===== config.mk =====
export PLATFORM = sky130hd
export DESIGN_NAME = gregorian_date_difference_core
export DESIGN_NICKNAME = d
export VERILOG_FILES = /design/src/rtl/gdd_pkg.sv /design/src/rtl/gregorian_date_difference_core.sv
export SDC_FILE = /design/constraint.sdc
export NUM_CORES = 1
export LEC_CHECK = 0
export BUFFER_PORTS_ARGS = -buffer_cell sky130_fd_sc_hd__buf_2
export CORE_MARGIN = 5
export CORE_UTILIZATION = 30
export DETAILED_ROUTE_END_ITERATION = 16
export PLACE_DENSITY = 0.43
export REMOVE_ABC_BUFFERS = 1
export SKIP_CTS_REPAIR_TIMING = 1
export SLEW_MARGIN = 0
export SYNTH_ARGS = -nofsm -noshare
export SYNTH_HDL_FRONTEND = slang
export SYNTH_SLANG_ARGS = --single-unit

===== constraint.sdc =====
create_clock -name clock -period 11.4 [get_ports clock]
set_input_delay 2.28 -clock clock [delete_from_list [all_inputs] [get_ports clock]]
set_output_delay 2.28 -clock clock [all_outputs]
set_load 0.03 [all_outputs]

===== src/rtl/gdd_pkg.sv =====
`timescale 1ns / 1ps
// gdd_pkg: widths, status codes and calendar tables for the date difference core
// no dependencies

package gdd_pkg;

   localparam int DAY_W   = 5;
   localparam int MONTH_W = 4;
   localparam int YEAR_W  = 14;
   localparam int DIFF_W  = 23;
   localparam int STAT_W  = 2;

   localparam logic [STAT_W-1:0] STAT_OK         = 2'd0;
   localparam logic [STAT_W-1:0] STAT_BAD_FIRST  = 2'd1;
   localparam logic [STAT_W-1:0] STAT_BAD_SECOND = 2'd2;

   localparam logic [MONTH_W-1:0] MON_FEB = 4'd2;
   localparam logic [MONTH_W-1:0] MON_DEC = 4'd12;

   typedef logic [DAY_W-1:0]   day_type;
   typedef logic [MONTH_W-1:0] month_type;
   typedef logic [YEAR_W-1:0]  year_type;
   typedef logic [DIFF_W-1:0]  count_type;

   // month length in a common year, zero for month codes that mean nothing
   function automatic day_type month_len(input month_type m);
      day_type len;
      case (m)
         4'd1, 4'd3, 4'd5, 4'd7, 4'd8, 4'd10, 4'd12: len = 5'd31;
         4'd4, 4'd6, 4'd9, 4'd11:                    len = 5'd30;
         4'd2:                                       len = 5'd28;
         default:                                    len = 5'd0;
      endcase
      return len;
   endfunction

   // days of a common year before the first of the month
   function automatic logic [8:0] days_before(input month_type m);
      logic [8:0] n;
      case (m)
         4'd2:    n = 9'd31;
         4'd3:    n = 9'd59;
         4'd4:    n = 9'd90;
         4'd5:    n = 9'd120;
         4'd6:    n = 9'd151;
         4'd7:    n = 9'd181;
         4'd8:    n = 9'd212;
         4'd9:    n = 9'd243;
         4'd10:   n = 9'd273;
         4'd11:   n = 9'd304;
         4'd12:   n = 9'd334;
         default: n = 9'd0;
      endcase
      return n;
   endfunction

endpackage


===== src/rtl/gregorian_date_difference_core.sv =====
`timescale 1ns / 1ps
// gregorian_date_difference_core: signed day count between two gregorian dates
// depends on gdd_pkg
//
// channel  dir  ports                                           role
// req      in   req_valid/ready, first_*, second_* day/month/year  two dates
// rsp      out  rsp_valid/ready, rsp_status, rsp_day_difference     one result
//
// a single year counter with running day total walks from year 1 up to the
// later valid year, one year a cycle, latching the totals of both years
// req_ready is high only when no item is in work and no result is held
// synchronous active-high reset clears the sequencer and rsp_valid

module gregorian_date_difference_core
   import gdd_pkg::*;
#(
   parameter int MAX_YEAR = 9999
) (
   input  logic                     clock,
   input  logic                     reset,
   input  logic                     req_valid,
   output logic                     req_ready,
   input  logic [DAY_W-1:0]         req_first_day,
   input  logic [MONTH_W-1:0]       req_first_month,
   input  logic [YEAR_W-1:0]        req_first_year,
   input  logic [DAY_W-1:0]         req_second_day,
   input  logic [MONTH_W-1:0]       req_second_month,
   input  logic [YEAR_W-1:0]        req_second_year,
   output logic                     rsp_valid,
   input  logic                     rsp_ready,
   output logic [STAT_W-1:0]        rsp_status,
   output logic signed [DIFF_W-1:0] rsp_day_difference
);

   localparam logic [2:0] S_IDLE   = 3'd0;
   localparam logic [2:0] S_WALK   = 3'd1;
   localparam logic [2:0] S_FIRST  = 3'd2;
   localparam logic [2:0] S_SECOND = 3'd3;
   localparam logic [2:0] S_DIFF   = 3'd4;
   localparam logic [2:0] S_DONE   = 3'd5;

   logic [2:0]  state_ff, state_in;

   day_type     d1_ff, d2_ff;
   month_type   m1_ff, m2_ff;
   year_type    y1_ff, y2_ff, end_ff, end_in;
   logic        yok1_ff, yok2_ff, yok1_in, yok2_in;

   year_type    year_ff, year_in;
   logic [1:0]  mod4_ff, mod4_in;
   logic [6:0]  mod100_ff, mod100_in;
   logic [8:0]  mod400_ff, mod400_in;
   count_type   acc_ff, acc_in;
   count_type   base1_ff, base1_in, base2_ff, base2_in;
   logic        leap1_ff, leap1_in, leap2_ff, leap2_in;

   logic [STAT_W-1:0] status_ff, status_in;
   count_type         diff_ff, diff_in;

   logic        leap_now;
   logic        ok1, ok2;
   day_type     len1, len2;

   assign leap_now = ((mod4_ff == 2'd0) && (mod100_ff != 7'd0)) || (mod400_ff == 9'd0);

   always_comb begin
      len1 = leap1_ff && (m1_ff == MON_FEB) ? 5'd29 : month_len(m1_ff);
      len2 = leap2_ff && (m2_ff == MON_FEB) ? 5'd29 : month_len(m2_ff);
      ok1  = yok1_ff && (m1_ff != 4'd0) && (m1_ff <= MON_DEC) && (d1_ff != 5'd0) &&
             (d1_ff <= len1);
      ok2  = yok2_ff && (m2_ff != 4'd0) && (m2_ff <= MON_DEC) && (d2_ff != 5'd0) &&
             (d2_ff <= len2);
   end

   always_comb begin
      state_in  = state_ff;
      end_in    = end_ff;
      yok1_in   = yok1_ff;
      yok2_in   = yok2_ff;
      year_in   = year_ff;
      mod4_in   = mod4_ff;
      mod100_in = mod100_ff;
      mod400_in = mod400_ff;
      acc_in    = acc_ff;
      base1_in  = base1_ff;
      base2_in  = base2_ff;
      leap1_in  = leap1_ff;
      leap2_in  = leap2_ff;
      status_in = status_ff;
      diff_in   = diff_ff;
      case (state_ff)
         S_IDLE: begin
            yok1_in   = (req_first_year != '0) && (32'(req_first_year) <= MAX_YEAR);
            yok2_in   = (req_second_year != '0) && (32'(req_second_year) <= MAX_YEAR);
            // walk only as far as the later valid year
            if (yok1_in && yok2_in)
               end_in = (req_first_year > req_second_year) ? req_first_year
                                                           : req_second_year;
            else if (yok1_in)
               end_in = req_first_year;
            else if (yok2_in)
               end_in = req_second_year;
            else
               end_in = YEAR_W'(1);
            year_in   = YEAR_W'(1);
            mod4_in   = 2'd1;
            mod100_in = 7'd1;
            mod400_in = 9'd1;
            acc_in    = '0;
            if (req_valid)
               state_in = S_WALK;
         end
         S_WALK: begin
            if (year_ff == y1_ff) begin
               base1_in = acc_ff;
               leap1_in = leap_now;
            end
            if (year_ff == y2_ff) begin
               base2_in = acc_ff;
               leap2_in = leap_now;
            end
            if (year_ff == end_ff) begin
               state_in = S_FIRST;
            end else begin
               year_in   = year_ff + YEAR_W'(1);
               acc_in    = acc_ff + DIFF_W'(365) + DIFF_W'(leap_now);
               mod4_in   = mod4_ff + 2'd1;
               mod100_in = (mod100_ff == 7'd99) ? 7'd0 : mod100_ff + 7'd1;
               mod400_in = (mod400_ff == 9'd399) ? 9'd0 : mod400_ff + 9'd1;
            end
         end
         S_FIRST: begin
            if (!ok1) begin
               status_in = STAT_BAD_FIRST;
               diff_in   = '0;
               state_in  = S_DONE;
            end else begin
               base1_in = base1_ff + DIFF_W'(days_before(m1_ff)) +
                          DIFF_W'(leap1_ff && (m1_ff > MON_FEB)) + DIFF_W'(d1_ff);
               state_in = S_SECOND;
            end
         end
         S_SECOND: begin
            if (!ok2) begin
               status_in = STAT_BAD_SECOND;
               diff_in   = '0;
               state_in  = S_DONE;
            end else begin
               base2_in = base2_ff + DIFF_W'(days_before(m2_ff)) +
                          DIFF_W'(leap2_ff && (m2_ff > MON_FEB)) + DIFF_W'(d2_ff);
               state_in = S_DIFF;
            end
         end
         S_DIFF: begin
            // modular subtract gives the two's complement count
            diff_in   = base2_ff - base1_ff;
            status_in = STAT_OK;
            state_in  = S_DONE;
         end
         S_DONE: begin
            if (rsp_ready)
               state_in = S_IDLE;
         end
         default: state_in = S_IDLE;
      endcase
   end

   always_ff @(posedge clock) begin
      if (reset) begin
         state_ff <= S_IDLE;
      end else begin
         state_ff <= state_in;
      end
   end

   always_ff @(posedge clock) begin
      if (state_ff == S_IDLE && req_valid) begin
         d1_ff <= req_first_day;
         m1_ff <= req_first_month;
         y1_ff <= req_first_year;
         d2_ff <= req_second_day;
         m2_ff <= req_second_month;
         y2_ff <= req_second_year;
      end
      end_ff    <= end_in;
      yok1_ff   <= yok1_in;
      yok2_ff   <= yok2_in;
      year_ff   <= year_in;
      mod4_ff   <= mod4_in;
      mod100_ff <= mod100_in;
      mod400_ff <= mod400_in;
      acc_ff    <= acc_in;
      base1_ff  <= base1_in;
      base2_ff  <= base2_in;
      leap1_ff  <= leap1_in;
      leap2_ff  <= leap2_in;
      status_ff <= status_in;
      diff_ff   <= diff_in;
   end

   assign req_ready          = (state_ff == S_IDLE);
   assign rsp_valid          = (state_ff == S_DONE);
   assign rsp_status         = status_ff;
   assign rsp_day_difference = diff_ff;

endmodule

==> flow_summary.json <==
{
  "ys_seq_area_frac": 0.4724,
  "placed_cells": 1888,
  "min_from": "mod4_ff[0]",
  "clk_pin_slew_ps": 60,
  "grt_pass1_wl_um": 49820,
  "status": "complete, no violations",
  "tns_ps": 0,
  "cts_tree": "built",
  "clockBufferDepth": 3,
  "cts.sinks": 217,
  "fin_cells": 1939,
  "powerDensity_nw_per_um2": 208.1,
  "synth_simple_gate_area_frac": 0.1492,
  "worstSetupPathType": "input pin to flop",
  "drive_gt1_frac": 0.1396,
  "yosys_register_bits": 217,
  "rr_worst_depth": 12,
  "synth.area.mux_share": 0.01779,
  "final_common_cell": "edfxtp_1",
  "drtAntennaViolNets": 0,
  "grt_usage": 0.1272,
  "ys.flop_type": "edfxtp_1",
  "fin_crit_sh": 0.3742,
  "reg2reg_slack_ps": 7820,
  "relSlewSlack": 0.3293,
  "setup_violations": 0,
  "die_w_um": 219.9,
  "core-area_um2": 43930,
  "hp-class": "flop to flop",
  "place_area_um2": 14230,
  "holdPathEnd": "mod4_ff[0]",
  "drc": 0,
  "skew_ps": 31.22,
  "async_flop_share": 0,
  "max_slew.worst_pin.slew_ps": 978.1,
  "die_h_um": 219.9,
  "r2r-start": "m2_ff[3]",
  "avgSynthCellArea_um2": 10.59,
  "path_max_fanout": 29,
  "synth_fa_ha_area_frac": 0.1124,
  "grt_max_degree": 50,
  "synth_cell_types": 76,
  "synthCells": 1249,
  "hpwl_um": 22980,
  "dr.first_iter.drc_count": 467,
  "n_antenna_cell": 0,
  "viasPerCell": 4.658,
  "drt_wl_total_um": 30420,
  "cts_buffers": 28,
  "syn_area_um2": 13220,
  "max_freq_ghz": 0.2344,
  "synth-compound-area-share": 0.1217,
  "nNetsFinal": 1487,
  "synth_edf_count": 190,
  "rsz0062_at_grt": "no",
  "hold_viol": 0,
  "area_growth_pct": 15.43,
  "num_rows": 77,
  "die_area_um2": 48370,
  "cp-start-kind": "input pin",
  "layout_min_cycle_time_ps": 4266,
  "report.final.slew_viol_count": 0,
  "ir_drop_mv": 0.1075,
  "post_drt_wl_per_cell_um": 15.69,
  "initial_core_util": 0.3010,
  "stdcell_area_um2": 15260,
  "grt_overflow": 0,
  "vias": 9032,
  "ys.warnings.count": 0,
  "final_cell_mix": "edfxtp_1 (190), nand2_1 (127), nor2_1 (116)",
  "p_leak_nw": 5.947,
  "synth_top_family_by_area": "simple AND/OR/NAND/NOR gates",
  "h-tree-depth": 1,
  "dr.pass1.iters": 5,
  "synth-xor-area-share": 0.09075,
  "grt_pass1_vias": 9163,
  "crit_required_ps": 11890,
  "ios": 77,
  "arrival_ps": 4750,
  "gp_congestion": 0.8315,
  "port_buffers": 76,
  "end_kind": "flop",
  "clk_latency_ps": 570,
  "cts_root_buffer": "clkbuf_16",
  "whs_path_depth": 1,
  "grt_antenna_before_repair": 1,
  "reg2reg_to": "base2_ff[22]",
  "cap_viol_max_count": 0
}
-- worst max-delay path by stage --
stage | start | end | slack (ps) | cells past startpoint
5_1_grt | req_valid | flop | 7000 | 7
6_report | req_valid | flop | 7130 | 7
2_1_floorplan | req_valid | flop | 7260 | 5
3_5_place_dp | req_valid | flop | 6530 | 7
4_1_cts | req_valid | flop | 7160 | 7
3_3_place_gp | req_valid | flop | 6600 | 7
-- critical path, cell delays in order --
cell and delay, ps:
buf_2 100, and2_4 410, buf_4 520, mux2i_2 610
ha_1 440, nor2_1 130, o31ai_2 240
-- routing by layer --
layer | routed length, um | global-route usage | vias up
li1 | - | - | 4626
met1 | 14610 | 0.1779 | 4226
met2 | 14100 | 0.2101 | 147
met3 | 1230 | 0.01827 | 33
met4 | 474 | 0.02829 | 0
met5 | 0 | 0 | -
-- cell type report --
class | count | area, um^2
clock buffers | 28 | 700.7
clock inverters | 23 | 334.1
fillers | 4445 | 28670
inverters | 74 | 280.3
multi-input cells | 920 | 6514
flip-flops and latches | 217 | 6246
well taps | 592 | 740.7
repair buffers | 85 | 447.9
-- report_power, final --
group	switching (mW)	internal, mW	leakage, nW
clock network	0.366	0.610	0.491
registers	0.178	1.10	2.11
logic	0.532	0.390	3.35
total	1.08	2.10	5.95
-- Yosys cell counts, drive strengths merged, types with 14 or more instances --
cell    number  area [um^2]
nand4       26        162.7
o21ai       91        466.7
dfxtp       27        540.5
inv         74        280.3
a21o        17        136.4
edfxtp     190         5705
buf         14        102.6
nor4        19        137.6
o21a        14        105.1
a21oi       64        327.8
ha          98         1226
xnor2       71        621.9
nand3       26        130.1
xor2        66        578.1
nor3        30        171.4
nor2       122        478.0
nand2      127        476.7
clkbuf      24        90.09
-- cells by family (layout without fill, tap and decap cells) --
kind of cell | Yosys count | after routing
buffers and inverters | 112 | 210
flip-flops | 217 | 217
AO/OA/AOI/OAI | 245 | 245
multiplexers | 16 | 16
XOR/XNOR | 137 | 137
AND/OR/NAND/NOR | 411 | 411
adder cells (fa/ha/maj) | 111 | 111
-- per-stage QoR --
step / util / hold WS [ps] / worst slack (ps) / total power [mW]
after floorplan: - / 521.8 / 7265 / 1.957
after global placement: 0.3239 / 542.8 / 6601 / 2.226
after detailed placement: 0.3239 / 543.9 / 6533 / 2.231
after CTS: 0.3474 / 565.0 / 7156 / 3.233
after global routing: 0.3474 / 616.2 / 7005 / 3.409
final: 0.3474 / 565.1 / 7134 / 3.176
Note: power is estimated with default switching activity, not from simulation.
